$ cat src/hw/rtl/twrtc_pkg.sv
// Shared types, request codes and BCD helpers for the three-wire RTC serial master.
// Used by twrtc_core and three_wire_rtc_serial_master; depends on nothing.
`timescale 1ns / 1ps

package twrtc_pkg;

    // Request codes carried in the input tuser field.
    localparam logic [1:0] REQ_TICK  = 2'd0;
    localparam logic [1:0] REQ_WRITE = 2'd1;
    localparam logic [1:0] REQ_READ  = 2'd2;

    localparam logic [6:0] WRITE_MAX  = 7'd99;
    localparam logic [7:0] READ_INCR  = 8'h01;
    localparam logic [4:0] SEND_BITS_WRITE = 5'd16;
    localparam logic [4:0] SEND_BITS_READ  = 5'd8;
    localparam logic [4:0] RECV_LAST_BIT   = 5'd7;

    typedef struct packed {
        logic [1:0] req_type;
        logic [7:0] reg_addr;
        logic [6:0] write_value;
        logic       io_in;
    } t_req;

    typedef struct packed {
        logic       chip_enable;
        logic       serial_clock;
        logic       data_out;
        logic       data_drive;
        logic       busy_res;
        logic       done_res;
        logic [7:0] read_value;
    } t_res;

    // Decimal to BCD with saturation at 99. The tens digit comes from a
    // multiply by 205/2048, which is exact for values up to 99.
    function automatic logic [7:0] to_bcd(input logic [6:0] v);
        logic [6:0]  s;
        logic [14:0] p;
        logic [3:0]  t;
        logic [6:0]  u;
        s = (v > WRITE_MAX) ? WRITE_MAX : v;
        p = s * 8'd205;
        t = p[14:11];
        u = s - {t, 3'b000} - {2'b00, t, 1'b0};
        return {t, u[3:0]};
    endfunction

    // BCD to decimal as high * 10 + low, also for digits above nine.
    function automatic logic [7:0] from_bcd(input logic [7:0] b);
        logic [7:0] hi;
        logic [7:0] lo;
        hi = {4'b0000, b[7:4]};
        lo = {4'b0000, b[3:0]};
        return (hi << 3) + (hi << 1) + lo;
    endfunction

endpackage

$ cat src/hw/rtl/three_wire_rtc_serial_master.sv
// Top level of the three-wire RTC serial master: input register, step core, result register.
// Depends on twrtc_pkg and twrtc_core.
`timescale 1ns / 1ps

// Channel   Dir  Beat fields (lowest bit first)
// s_*       in   tdata: reg_addr[7:0], write_value[14:8], io_in[15]; tuser: req_type[1:0]
// m_*       out  tdata: chip_enable, serial_clock, data_out, data_drive, busy_res,
//                       done_res, read_value[13:6], zero[15:14]
//
// Every input beat yields exactly one output beat. A beat is captured in the
// input register, then stepped through the core and written to the output
// register once that register is free or being emptied, so one beat per cycle
// is sustained while m_tready stays high. The transaction state is updated
// together with the result register, as each beat is stepped.
// Reset (synchronous, active low) returns the link to idle with the clock low.
// A stalled output keeps its beat; the input register still takes one more
// beat, after which s_tready drops until the output is taken.
module three_wire_rtc_serial_master (
    input  logic        i_clk,
    input  logic        i_rst_n,
    input  logic        s_tvalid,
    output logic        s_tready,
    input  logic [15:0] s_tdata,   // reg_addr[7:0], write_value[14:8], io_in[15]
    input  logic [1:0]  s_tuser,   // req_type[1:0]
    output logic        m_tvalid,
    input  logic        m_tready,
    output logic [15:0] m_tdata    // chip_enable, serial_clock, data_out, data_drive,
                                   // busy_res, done_res, read_value[13:6], zero[15:14]
);

    logic            r_in_valid;
    twrtc_pkg::t_req r_in_req;
    logic            r_out_valid;
    twrtc_pkg::t_res r_out_res;

    logic            advance;
    twrtc_pkg::t_res step_res;

    // The held beat moves on whenever the result register is free or being emptied.
    assign advance  = r_in_valid && (!r_out_valid || m_tready);
    assign s_tready = !r_in_valid || advance;

    twrtc_core u_core (
        .i_clk   (i_clk),
        .i_rst_n (i_rst_n),
        .i_step  (advance),
        .i_req   (r_in_req),
        .o_res   (step_res)
    );

    always_ff @(posedge i_clk) begin
        if (!i_rst_n) begin
            r_in_valid  <= 1'b0;
            r_out_valid <= 1'b0;
        end else begin
            if (s_tready) begin
                r_in_valid <= s_tvalid;
            end
            if (advance) begin
                r_out_valid <= 1'b1;
            end else if (m_tready) begin
                r_out_valid <= 1'b0;
            end
        end
    end

    // Payload registers carry no reset; they are qualified by the valid flags.
    always_ff @(posedge i_clk) begin
        if (s_tready && s_tvalid) begin
            r_in_req.req_type    <= s_tuser;
            r_in_req.reg_addr    <= s_tdata[7:0];
            r_in_req.write_value <= s_tdata[14:8];
            r_in_req.io_in       <= s_tdata[15];
        end
        if (advance) begin
            r_out_res <= step_res;
        end
    end

    assign m_tvalid = r_out_valid;
    assign m_tdata  = {2'b00,
                       r_out_res.read_value,
                       r_out_res.done_res,
                       r_out_res.busy_res,
                       r_out_res.data_drive,
                       r_out_res.data_out,
                       r_out_res.serial_clock,
                       r_out_res.chip_enable};

`ifndef SYNTHESIS
    a_no_overwrite: assert property (@(posedge i_clk) disable iff (!i_rst_n)
        r_out_valid && !m_tready |=> m_tvalid && $stable(m_tdata))
        else $error("result overwritten while stalled");
    a_advance_frees_input: assert property (@(posedge i_clk) disable iff (!i_rst_n)
        r_in_valid && !advance |-> !s_tready)
        else $error("input register accepted while full");
    a_done_leaves_idle: assert property (@(posedge i_clk) disable iff (!i_rst_n)
        advance && step_res.done_res |-> !step_res.busy_res && !step_res.chip_enable)
        else $error("transaction ended with the link still busy");
`endif

endmodule

$ cat src/hw/rtl/twrtc_core.sv
// Transaction state and single-pass step logic of the three-wire RTC serial master.
// Depends on twrtc_pkg.
`timescale 1ns / 1ps

module twrtc_core (
    input  logic            i_clk,
    input  logic            i_rst_n,
    input  logic            i_step,
    input  twrtc_pkg::t_req i_req,
    output twrtc_pkg::t_res o_res
);

    typedef enum logic [1:0] {
        PH_IDLE = 2'd0,
        PH_SEND = 2'd1,
        PH_RECV = 2'd2
    } t_phase;

    t_phase      r_phase,      n_phase;
    logic [4:0]  r_bit_index,  n_bit_index;
    logic [15:0] r_shift_out,  n_shift_out;
    logic [7:0]  r_read_accum, n_read_accum;
    logic        r_read_mode,  n_read_mode;
    logic        r_clock_half, n_clock_half;

    logic        done;
    logic [7:0]  rv;
    logic [4:0]  bit_inc;
    logic [4:0]  send_bits;

    assign bit_inc   = r_bit_index + 5'd1;
    assign send_bits = r_read_mode ? twrtc_pkg::SEND_BITS_READ : twrtc_pkg::SEND_BITS_WRITE;

    always_comb begin
        n_phase      = r_phase;
        n_bit_index  = r_bit_index;
        n_shift_out  = r_shift_out;
        n_read_accum = r_read_accum;
        n_read_mode  = r_read_mode;
        n_clock_half = r_clock_half;
        done         = 1'b0;
        rv           = 8'd0;
        if (i_step) begin
            unique case (r_phase)
                PH_IDLE: begin
                    if (i_req.req_type == twrtc_pkg::REQ_WRITE ||
                        i_req.req_type == twrtc_pkg::REQ_READ) begin
                        if (i_req.req_type == twrtc_pkg::REQ_WRITE) begin
                            n_shift_out = {twrtc_pkg::to_bcd(i_req.write_value), i_req.reg_addr};
                            n_read_mode = 1'b0;
                        end else begin
                            n_shift_out = {8'h00, i_req.reg_addr + twrtc_pkg::READ_INCR};
                            n_read_mode = 1'b1;
                        end
                        n_phase      = PH_SEND;
                        n_bit_index  = 5'd0;
                        n_clock_half = 1'b0;
                        n_read_accum = 8'd0;
                    end
                end
                PH_SEND: begin
                    if (i_req.req_type == twrtc_pkg::REQ_TICK) begin
                        if (!r_clock_half) begin
                            n_clock_half = 1'b1;
                        end else begin
                            n_clock_half = 1'b0;
                            n_bit_index  = bit_inc;
                            if (bit_inc >= send_bits) begin
                                n_bit_index = 5'd0;
                                if (r_read_mode) begin
                                    n_phase = PH_RECV;
                                end else begin
                                    n_phase = PH_IDLE;
                                    done    = 1'b1;
                                end
                            end
                        end
                    end
                end
                PH_RECV: begin
                    if (i_req.req_type == twrtc_pkg::REQ_TICK) begin
                        if (!r_clock_half) begin
                            n_read_accum = r_read_accum |
                                ({7'd0, i_req.io_in} << r_bit_index[2:0]);
                            if (r_bit_index >= twrtc_pkg::RECV_LAST_BIT) begin
                                n_phase     = PH_IDLE;
                                n_bit_index = 5'd0;
                                done        = 1'b1;
                                rv          = twrtc_pkg::from_bcd(n_read_accum);
                            end else begin
                                n_clock_half = 1'b1;
                            end
                        end else begin
                            n_clock_half = 1'b0;
                            n_bit_index  = bit_inc;
                        end
                    end
                end
                default: begin
                    n_phase = PH_IDLE;
                end
            endcase
        end
    end

    // Line levels after this beat, taken from the next state.
    always_comb begin
        o_res.chip_enable  = (n_phase != PH_IDLE);
        o_res.serial_clock = n_clock_half;
        o_res.data_out     = (n_phase == PH_SEND) ? n_shift_out[n_bit_index[3:0]] : 1'b0;
        o_res.data_drive   = (n_phase != PH_RECV);
        o_res.busy_res     = (n_phase != PH_IDLE);
        o_res.done_res     = done;
        o_res.read_value   = rv;
    end

    always_ff @(posedge i_clk) begin
        if (!i_rst_n) begin
            r_phase      <= PH_IDLE;
            r_bit_index  <= 5'd0;
            r_shift_out  <= 16'd0;
            r_read_accum <= 8'd0;
            r_read_mode  <= 1'b0;
            r_clock_half <= 1'b0;
        end else begin
            r_phase      <= n_phase;
            r_bit_index  <= n_bit_index;
            r_shift_out  <= n_shift_out;
            r_read_accum <= n_read_accum;
            r_read_mode  <= n_read_mode;
            r_clock_half <= n_clock_half;
        end
    end

`ifndef SYNTHESIS
    a_recv_is_read: assert property (@(posedge i_clk) disable iff (!i_rst_n)
        r_phase == PH_RECV |-> r_read_mode)
        else $error("receive phase entered by a write transaction");
    a_recv_bit_range: assert property (@(posedge i_clk) disable iff (!i_rst_n)
        r_phase == PH_RECV |-> r_bit_index < twrtc_pkg::SEND_BITS_READ)
        else $error("receive bit index out of range");
    a_send_bit_range: assert property (@(posedge i_clk) disable iff (!i_rst_n)
        r_phase == PH_SEND |-> r_bit_index < send_bits)
        else $error("send bit index out of range");
    a_idle_clock_low: assert property (@(posedge i_clk) disable iff (!i_rst_n)
        r_phase == PH_IDLE |-> !r_clock_half)
        else $error("serial clock left high while idle");
`endif

endmodule

$ cat config.mk
export PLATFORM = sky130hd
export DESIGN_NAME = three_wire_rtc_serial_master
export DESIGN_NICKNAME = d
export VERILOG_FILES = /design/src/hw/rtl/twrtc_pkg.sv /design/src/hw/rtl/three_wire_rtc_serial_master.sv /design/src/hw/rtl/twrtc_core.sv
export SDC_FILE = /design/constraint.sdc
export NUM_CORES = 1
export LEC_CHECK = 0
export BUFFER_PORTS_ARGS = -buffer_cell sky130_fd_sc_hd__buf_2
export CAP_MARGIN = 20
export CORE_ASPECT_RATIO = 1.1
export CORE_MARGIN = 2
export CORE_UTILIZATION = 30
export DETAILED_ROUTE_END_ITERATION = 8
export PLACE_DENSITY = 0.48
export SLEW_MARGIN = 10
export SYNTH_ARGS = -nofsm -noshare
export SYNTH_HDL_FRONTEND = slang
export SYNTH_SLANG_ARGS = --single-unit
$ cat constraint.sdc
create_clock -name i_clk -period 6.27 [get_ports i_clk]
set_input_delay 0.627 -clock i_clk [delete_from_list [all_inputs] [get_ports i_clk]]
set_output_delay 0.627 -clock i_clk [all_outputs]
set_load 0.01 [all_outputs]
======== Yosys cells after proc, flatten, opt, wreduce, memory -nomap -nowiden ========
Cells that the tools add are included.
word-level totals
  output and inout bits ................... 18
  register bits ........................... 66
  input bits .............................. 22
cells by class
  multiply operators ...................... 1
  equal/unequal tests ..................... 12
  bitwise logic cells ..................... 4
  reductions and logical operators ........ 17
  shifts and indexed selects .............. 1
  mux-type cells .......................... 50
  order comparisons ....................... 4
  $add $sub $neg .......................... 6
operator list
  operator              count
  $mux 16               4
  $mux 5                8
  $mux 8                3
  $mux 1                18
  $mux 2                9
  $pmux 8 s2            1
  $mul 7x8->15 const B  1
  $pmux 5 s3            1
  $add 7x5->8           1
  $add 8x1->8 const B   1
  $add 8x4->8           1
  $ne 2x1->1 const B    4
  $or 8x8->8            1
  $shl 1x3->8           1
  $sub 4x4->4           2
  $gt 7x7->1 const B    1
  $mux 7                1
  $reduce_and 7->1      1
  $eq 2x1->1 const B    3
  $pmux 2 s3            1
  $reduce_bool 2->1     3
  $add 5x1->5 const B   1
  $ge 5x3->1 const B    1
  $ge 5x5->1            1
  17 further kinds      26

======== Logic depth before layout (Yosys ltp) ========
Gate-level depths: netlist of the first run.
  word-level depth ........................ 11
  mapped depth ............................ 23

======== Hierarchy ========
Synthesis of the first run repeated with hierarchy kept, for this count alone.
second synthesis, totals
  cells, all modules ...................... 478
  area, all modules ....................... 4,652.0 µm²
by module, submodules not included
  module                        cells an instance  instances  area an instance (µm²)  seq. area each (µm²)
  twrtc_core                    434                1          3,568.4                 660.6
  three_wire_rtc_serial_master  44                 1          1,083.5                 1,001.0

======== Worst setup path before layout of the first run ========
Ideal clock, no wire load.
  kind .................................... register to register
  start ................................... register r_in_req[5] in the netlist's numbering
  end ..................................... register r_out_res (netlist bit m_tdata[2]), data pin
  period minus slack after synthesis ...... 5,148 ps
  path buffers ............................ 0
  data arrival time ....................... 4,889 ps
  stages on the path, launching flop included .. 23
  data required time ...................... 6,011 ps
  slack ................................... 1,122 ps
  setup time .............................. 259 ps
  cell sequence ........................... edfxtp_1 > o311a_1 > nor2_1 > inv_1 > ha_1 > inv_1 > fa_1 > inv_1 > fa_1 > ha_1 > ha_1 > o21ai_0 > a21oi_1 > o221ai_2 > a21oi_1 > nor2_1 > ha_1 > a21boi_0 > mux2i_1 > xnor2_1 > mux2i_1 > a211oi_1 > a211o_1
on the way
  longest elaborated chain between the ends .. 11
ends and longest elaborated chain
  what                            line                                RTL
  from (decl)                     three_wire_rtc_serial_master.sv:32  twrtc_pkg::t_req r_in_req;
  $gt 7x7->1                      twrtc_pkg.sv:42                     s = (v > WRITE_MAX) ? WRITE_MAX : v;
  $mux 7 *                        twrtc_pkg.sv:42
  $mul 7x8->15                    twrtc_pkg.sv:43                     p = s * 8'd205;
  $sub 4x4->4 (2 in series)       twrtc_pkg.sv:45                     u = s - {t, 3'b000} - {2'b00, t, 1'b0};
  $mux 16 *                       twrtc_core.sv:48                    if (i_req.req_type == twrtc_pkg::REQ_WRITE) begin
  $mux 16 *                       twrtc_core.sv:46                    if (i_req.req_type == twrtc_pkg::REQ_WRITE ||
  $mux 16 *                       twrtc_core.sv:44                    unique case (r_phase)
  $mux 16 *                       twrtc_core.sv:43                    if (i_step) begin
  $bmux 1 s4 *                    twrtc_core.sv:110                   o_res.data_out = (n_phase == PH_SEND) ? n_shift_out[n_bit_index[3:0]] : 1'b0;
  $mux 1 (implied by the code) *  twrtc_core.sv:110
  to (signal assigned)            three_wire_rtc_serial_master.sv:76  r_out_res <= step_res;
  to (decl)                       three_wire_rtc_serial_master.sv:34  twrtc_pkg::t_res r_out_res;
Mark *: on every way between the ends. The rest lies on a longest branch, timed or not. The select of a mux whose other input is x is not followed.
A chain may end at the register's enable or synchronous reset.

======== Final worst setup path of the first run ========
Ends and elaborated chain as after synthesis.

==> metrics.log, run 1 <==
INFO  metric status = finished clean
INFO  metric mappedNetlistArea = 0.00453 mm²
INFO  metric pin_count = 40
INFO  metric instance_area_after_placement = 0.00487 mm²
INFO  metric grt_usage = 12.5%
INFO  metric critical_path_required = 6350 ps
INFO  metric post_route_setup_tns = 0 ps
INFO  metric ys_top_cells_by_area = sky130_fd_sc_hd__edfxtp_1 21%, sky130_fd_sc_hd__dfxtp_1 15%, sky130_fd_sc_hd__ha_1 15%
INFO  metric placement_rows = 47
INFO  metric cp.arrival = 5730 ps
INFO  metric finish.cell_count_without_fillers = 703
INFO  metric drt-vias-per-instance = 4.78
INFO  metric fmax = 0.177 GHz
INFO  metric detailed_place_hpwl = 7470 µm
INFO  metric vdd.ir_drop.worst = 0.132 mV
INFO  metric tritoncts = done
INFO  metric setup_repair_after_global_routing_missed_its_margin = no
INFO  metric report.final.slew_viol_count = 0
INFO  metric finish.net_count = 589
INFO  metric layout-drive-gt1-share = 14.2%
INFO  metric path_class = register to register
INFO  metric number_of_max_capacitance_violations_reported = 0
INFO  metric critical_path.startpoint_type = register
INFO  metric place_congestion = 0.831
INFO  metric starting_utilization_of_the_core_area = 30.3%
INFO  metric synth.avg_cell_area = 9.58 µm²
INFO  metric grt_first_pass_wirelength = 16,000 µm
INFO  metric die-height = 133 µm
INFO  metric tritoncts.num_buffers = 9
INFO  metric dp.cells = 687
INFO  metric max-slew-margin-rel = 37.4%
INFO  metric hold_slack_final = 454 ps
INFO  metric cts-htree-levels = 3
INFO  metric layout_setup_ws = 630 ps
INFO  metric power.density_cell_area = 247 mW/mm²
INFO  metric syn_inst = 473
INFO  metric wl_per_cell = 13.6 µm
INFO  metric first_global_vias = 3,264
INFO  metric grt_use_met1 = 16.0%
INFO  metric clockBufferDepth = 2
INFO  metric worst-slew-pin-transition = 930 ps
INFO  metric post_route_skew = 7.98 ps
INFO  metric synthesis_to_finish_area_growth = 13.7%
INFO  metric synth-seq-cells = 66
INFO  metric worstHoldPathType = register to register
INFO  metric use_met3 = 3.02%
INFO  metric fin_util = 34.5%
INFO  metric cts_root_buffer = sky130_fd_sc_hd__clkbuf_16
INFO  metric power = 1.27 mW
INFO  metric ys_seq_area_share = 36.0%
INFO  metric fp.dieW = 121 µm
INFO  metric post-place-ws = 618 ps
INFO  metric post-route-period-util = 90.0%
INFO  metric use_met2 = 20.9%
INFO  metric grt-ovfl-total = 0
INFO  metric hold_viol = 0
INFO  metric synth_area_leader_cell = sky130_fd_sc_hd__edfxtp_1
INFO  metric post_cts_setup_buffer_count = 0
INFO  metric num_vias = 3,359
INFO  metric drt_wl_total = 9580 µm
INFO  metric grt_max_degree = 27
INFO  metric antenna_found_initial = 0
INFO  metric antenna_left = 0
INFO  metric cts_hold_buf = 0
INFO  metric route.detailed.drc = 0
INFO  metric synth_top_cell_area_share = 20.5%
INFO  metric drt_pass1_iterations = 4
INFO  metric async_reset_ff_share = 0%
INFO  metric fp.dieArea = 0.0161 mm²
INFO  metric synth-main-ff-cell = sky130_fd_sc_hd__dfxtp_1
INFO  metric crit_fanout = 5
INFO  metric clock_insertion_delay_worst_skew = 330 ps
INFO  metric yosys_warnings = 0
INFO  metric endpoint_kind = register
INFO  metric final_period_minus_worst_setup_slack = 5640 ps
INFO  metric static-leakage-power = 2.27 nW
INFO  metric cts-resized-gates = 0
INFO  metric drt-initial-drc-count = 132
INFO  metric final_cell_mix = 55 x sky130_fd_sc_hd__ha_1, 47 x sky130_fd_sc_hd__nor2_1, 41 x sky130_fd_sc_hd__inv_1
INFO  metric placement.io_buffers = 37
INFO  metric setup_viol = 0
INFO  metric commonest_non_fill_non_tap_cell_in_the_layout = sky130_fd_sc_hd__ha_1
INFO  metric synth-edff-count = 31
INFO  metric clk_pin_slew_worst_paths = 50 ps
INFO  metric clock-sinks = 66
INFO  metric core_area = 0.0149 mm²
INFO  metric antenna_cells_inserted = 0
INFO  metric design_area = 0.00515 mm²
INFO  metric synth_cell_types = 72
INFO  metric busiest_layer = met2
## metal layers
metal | up-vias | part of all wire (%)
met5 | - | 0
met4 | 0 | 0.90
met3 | 9 | 3.3
met2 | 61 | 49
met1 | 1562 | 46
li1 | 1727 | -
## worst max-delay path, stage by stage, from the launching register on
cell and delay [ps]:
sky130_fd_sc_hd__edfxtp_1 370, sky130_fd_sc_hd__o311a_1 380, sky130_fd_sc_hd__nor2_1 330, sky130_fd_sc_hd__inv_1 130, sky130_fd_sc_hd__ha_1 320, sky130_fd_sc_hd__inv_1 50
sky130_fd_sc_hd__fa_1 350, sky130_fd_sc_hd__inv_1 80, sky130_fd_sc_hd__fa_1 420, sky130_fd_sc_hd__ha_1 310, sky130_fd_sc_hd__ha_1 300, sky130_fd_sc_hd__o21ai_0 80
sky130_fd_sc_hd__a21oi_1 350, sky130_fd_sc_hd__o221ai_2 180, sky130_fd_sc_hd__a21oi_1 210, sky130_fd_sc_hd__nor2_1 80, sky130_fd_sc_hd__ha_1 320, sky130_fd_sc_hd__a21boi_0 180
sky130_fd_sc_hd__mux2i_1 110, sky130_fd_sc_hd__xnor2_1 210, sky130_fd_sc_hd__mux2i_1 270, sky130_fd_sc_hd__a211oi_1 110, sky130_fd_sc_hd__a211o_1 270
## synthesized netlist by cell type (6+ instances only)
| library cell | n |
|---|---|
| sky130_fd_sc_hd__fa_1 | 10 |
| sky130_fd_sc_hd__nand3_1 | 12 |
| sky130_fd_sc_hd__mux2i_1 | 13 |
| sky130_fd_sc_hd__and2_1 | 16 |
| sky130_fd_sc_hd__edfxtp_1 | 31 |
| sky130_fd_sc_hd__dfxtp_1 | 35 |
| sky130_fd_sc_hd__o21ai_0 | 12 |
| sky130_fd_sc_hd__nor2_1 | 47 |
| sky130_fd_sc_hd__a21oi_1 | 33 |
| sky130_fd_sc_hd__ha_1 | 55 |
| sky130_fd_sc_hd__clkbuf_1 | 12 |
| sky130_fd_sc_hd__nor2b_1 | 7 |
| sky130_fd_sc_hd__inv_1 | 41 |
| sky130_fd_sc_hd__nand2_1 | 32 |
| sky130_fd_sc_hd__xnor2_1 | 11 |
| sky130_fd_sc_hd__nor3_1 | 6 |
| sky130_fd_sc_hd__xor2_1 | 7 |
## registers in the layout, indices dropped and copies added (netlist names)
| signal | cells |
|---|---|
| u_core.r_clock_half | 1 |
| u_core.r_read_mode | 1 |
| u_core.r_read_accum | 8 |
| m_tvalid | 1 |
| m_tdata | 13 |
| r_in_valid | 1 |
| r_in_req | 18 |
| u_core.r_bit_index | 5 |
| u_core.r_shift_out | 16 |
| u_core.r_phase | 2 |
## cells by family after synthesis
kind of cell / synth area share, %
AOI/OAI and AO/OA: 14.9
xor gates and xnor gates: 3.48
adders and majority gates: 19.6
buffers and inverters: 5.74
DFF: 36.0
muxes: 3.37
other: 0.0827
and+or+nand+nor: 16.8
## power by group
group / switching [mW] / internal [mW] / leakage [nW]
clock: 0.178 / 0.299 / 0.139
sequential: 0.0105 / 0.470 / 0.573
combinational: 0.181 / 0.132 / 1.56
total: 0.369 / 0.902 / 2.27
## cell type report
type / count / area (µm²)
tap: 196 / 245
multi-input combinational: 345 / 2650
clock buffer: 14 / 274
sequential: 66 / 1630
inverter: 43 / 161
fill: 1558 / 9780
timing repair buffer: 37 / 185
clock inverter: 2 / 12.5
## worst paths after layout
kind,start,endpoint,slack [ps],cells past startpoint
worst max-delay path,r_in_req[5]$_DFFE_PP_,m_tdata[2]$_SDFFCE_PP0P_,630,22
worst min-delay path,u_core.r_shift_out[13]$_SDFF_PN0_,u_core.r_shift_out[13]$_SDFF_PN0_,450,2
worst max register to register,r_in_req[5]$_DFFE_PP_,m_tdata[2]$_SDFFCE_PP0P_,630,22
worst min register to register,u_core.r_shift_out[13]$_SDFF_PN0_,u_core.r_shift_out[13]$_SDFF_PN0_,450,2
Note: power is estimated with default switching activity, not from simulation.
==> run 2, diff against run 1 <==
SYNTH_HIERARCHICAL = 1   (was not set)
==> metrics.log, run 2 <==
INFO  metric status = finished clean
INFO  metric grt-ovfl-total = 0
INFO  metric tritoncts = done
INFO  metric static-leakage-power = 2.25 nW
INFO  metric grt_first_pass_wirelength = 17,000 µm
INFO  metric power.density_cell_area = 253 mW/mm²
INFO  metric worst-slew-pin-transition = 969 ps
INFO  metric grt_usage = 13.0%
INFO  metric post_route_skew = 6.76 ps
INFO  metric setup_repair_after_global_routing_missed_its_margin = no
INFO  metric post_route_setup_tns = 0 ps
INFO  metric antenna_found_initial = 0
INFO  metric final_cell_mix = 55 x sky130_fd_sc_hd__ha_1, 41 x sky130_fd_sc_hd__inv_1, 37 x sky130_fd_sc_hd__buf_2
INFO  metric final_period_minus_worst_setup_slack = 5890 ps
INFO  metric mappedNetlistArea = 0.00465 mm²
INFO  metric syn_inst = 478
INFO  metric tritoncts.num_buffers = 9
INFO  metric largest_reg_flops = 18
INFO  metric synth-seq-cells = 67
INFO  metric route.detailed.drc = 0
INFO  metric detailed_place_hpwl = 7560 µm
INFO  metric r2r.worst_path.cells = 22
INFO  metric vdd.ir_drop.worst = 0.129 mV
INFO  metric fp.dieArea = 0.0165 mm²
INFO  metric critical_path_required = 6350 ps
INFO  metric crit_fanout = 6
INFO  metric critical_path_buf_inv_count = 3
INFO  metric hold-path-cell-count = 1
INFO  metric starting_utilization_of_the_core_area = 30.8%
INFO  metric clock-sinks = 67
INFO  metric synth-main-ff-cell = sky130_fd_sc_hd__dfxtp_1
INFO  metric antenna_cells_inserted = 0
INFO  metric number_of_max_capacitance_violations_reported = 0
INFO  metric hold_viol = 0
INFO  metric drt_wl_total = 9960 µm
INFO  metric ys_top_cells_by_area = sky130_fd_sc_hd__edfxtp_1 21%, sky130_fd_sc_hd__dfxtp_1 15%, sky130_fd_sc_hd__ha_1 15%
INFO  metric worstHoldPathType = input pin to register
INFO  metric synth_top_cell_area_share = 20.7%
INFO  metric instance_area_after_placement = 0.00502 mm²
INFO  metric antenna_left = 0
INFO  metric die-height = 135 µm
INFO  metric synth_cell_types = 64
INFO  metric yosys_warnings = 6
INFO  metric synth_commonest_cells = 55 x sky130_fd_sc_hd__ha_1, 41 x sky130_fd_sc_hd__inv_1, 35 x sky130_fd_sc_hd__dfxtp_1, 33 x sky130_fd_sc_hd__nand2_1, 32 x sky130_fd_sc_hd__edfxtp_1
INFO  metric commonest_non_fill_non_tap_cell_in_the_layout = sky130_fd_sc_hd__ha_1
INFO  metric grt_max_degree = 36
INFO  metric post-route-period-util = 93.9%
INFO  metric cts-htree-levels = 3
INFO  metric pin_count = 40
INFO  metric cp.arrival = 5970 ps
INFO  metric path_class = register to register
INFO  metric power = 1.36 mW
INFO  metric critical-path-slowest-cell = sky130_fd_sc_hd__o311a_2
INFO  metric first_global_vias = 3,504
INFO  metric yosys.cell_count.top_type = sky130_fd_sc_hd__ha_1
INFO  metric endpoint_kind = register
INFO  metric fp.dieW = 123 µm
INFO  metric critPathMaxStageDelay = 450 ps
INFO  metric core_area = 0.0151 mm²
INFO  metric wl_per_cell = 13.9 µm
INFO  metric synth-edff-count = 32
INFO  metric num_vias = 3,465
INFO  metric clockBufferDepth = 2
INFO  metric layout-drive-gt1-share = 17.0%
INFO  metric ys_seq_area_share = 35.7%
INFO  metric cts_root_buffer = sky130_fd_sc_hd__clkbuf_16
INFO  metric crit_path_cell_trace = o311a_2, nor2_1, inv_1, ha_1, inv_1, fa_1, inv_1, fa_1, ha_1, ha_1, o211ai_1, nor3_2, a21oi_2, xnor2_2, ha_1, nor3b_4, nor4b_1, mux2_2, o211a_1, mux2i_1, o311a_1, o311a_1
INFO  metric holdCritStartpoint = s_tdata[2]
INFO  metric synth.avg_cell_area = 9.73 µm²
INFO  metric max-slew-margin-rel = 35.4%
INFO  metric synthesis_to_finish_area_growth = 15.5%
INFO  metric drt-vias-per-instance = 4.85
INFO  metric drt-initial-drc-count = 121
INFO  metric worst_setup_path_startpoint = r_in_req[4]$_DFFE_PP_
INFO  metric drt_pass1_iterations = 4
INFO  metric clock_insertion_delay_worst_skew = 330 ps
INFO  metric design_area = 0.00537 mm²
INFO  metric path_delay_family = adder cells
INFO  metric fmax = 0.170 GHz
INFO  metric finish.net_count = 601
INFO  metric timing.critical_path.mode_cell = sky130_fd_sc_hd__ha_1
INFO  metric setup_viol = 0
INFO  metric synth_area_leader_cell = sky130_fd_sc_hd__edfxtp_1
INFO  metric clk_pin_slew_worst_paths = 50 ps
INFO  metric report.final.slew_viol_count = 0
INFO  metric worstReg2RegStart = r_in_req[4]$_DFFE_PP_
INFO  metric path_depth = 22
INFO  metric placement_rows = 47
INFO  metric place_congestion = 0.820
INFO  metric register_with_the_most_flip_flops = r_in_req
INFO  metric placement.io_buffers = 37
INFO  metric critical_path.startpoint_type = register
INFO  metric async_reset_ff_share = 0%
run 2: logic make-up (layout without fill, tap and decap cells):
kind of cell / Yosys count / in the layout / synth area share [%]
and+or+nand+nor: 153 / 153 / 17.8
adders and majority gates: 65 / 65 / 19.1
AOI/OAI and AO/OA: 97 / 97 / 14.7
buffers and inverters: 63 / 103 / 5.59
muxes: 14 / 14 / 3.66
DFF: 67 / 67 / 35.7
xor gates and xnor gates: 18 / 18 / 3.39
other: 1 / 2 / 0.0806
run 2: metrics by stage:
stage / hold slack, ps / cells / util [%] / worst slack, ps
6_report: 467 / 715 / 35.5 / 382
5_1_grt: 445 / 715 / 35.5 / 0.241
4_1_cts: 448 / 710 / 35.1 / 144
3_5_place_dp: 504 / 694 / 33.2 / 166
3_3_place_gp: 485 / 694 / 33.2 / 325
2_1_floorplan: 467 / 479 / - / 587
run 2: what timing repair did:
| item | in CTS | in global routing |
|---|---|---|
| setup buffers | 0 | 5 |
| endpoints found under the setup margin | 0 | 1 |
| hold buffers | 0 | 0 |
| gates resized for setup | 0 | 4 |
run 2: worst paths after layout:
| check | end | slack [ps] |
|---|---|---|
| setup reg to reg | m_tdata[2]$_DFFE_PP_ | 380 |
| hold / removal | r_in_req[10]$_DFFE_PP_ | 470 |
| setup / recovery | m_tdata[2]$_DFFE_PP_ | 380 |
| hold reg to reg | u_core/r_shift_out[9]$_SDFF_PN0_ | 510 |
run 2: layout make-up:
class                      instances  area (µm²)
clock buffer                      10         229
clock inverter                     6        66.3
fill                            1551        9740
inverter                          41         154
multi-input combinational        349        2760
sequential                        67        1660
tap                              196         245
timing repair buffer              46         253
run 2: power breakdown:
part           total [mW]  switching (mW)  internal (mW)
combinational       0.375           0.210          0.165
clock               0.496           0.188          0.307
sequential          0.488         0.00983          0.479
total                1.36           0.408          0.951
run 2: per-layer routing:
metal	vias to the layer above	GRT usage, %	share of wire [%]
met5	-	0	0
met4	0	4.09	1.6
met3	14	3.84	3.4
met2	63	21.8	49
met1	1633	16.0	46
li1	1755	-	-
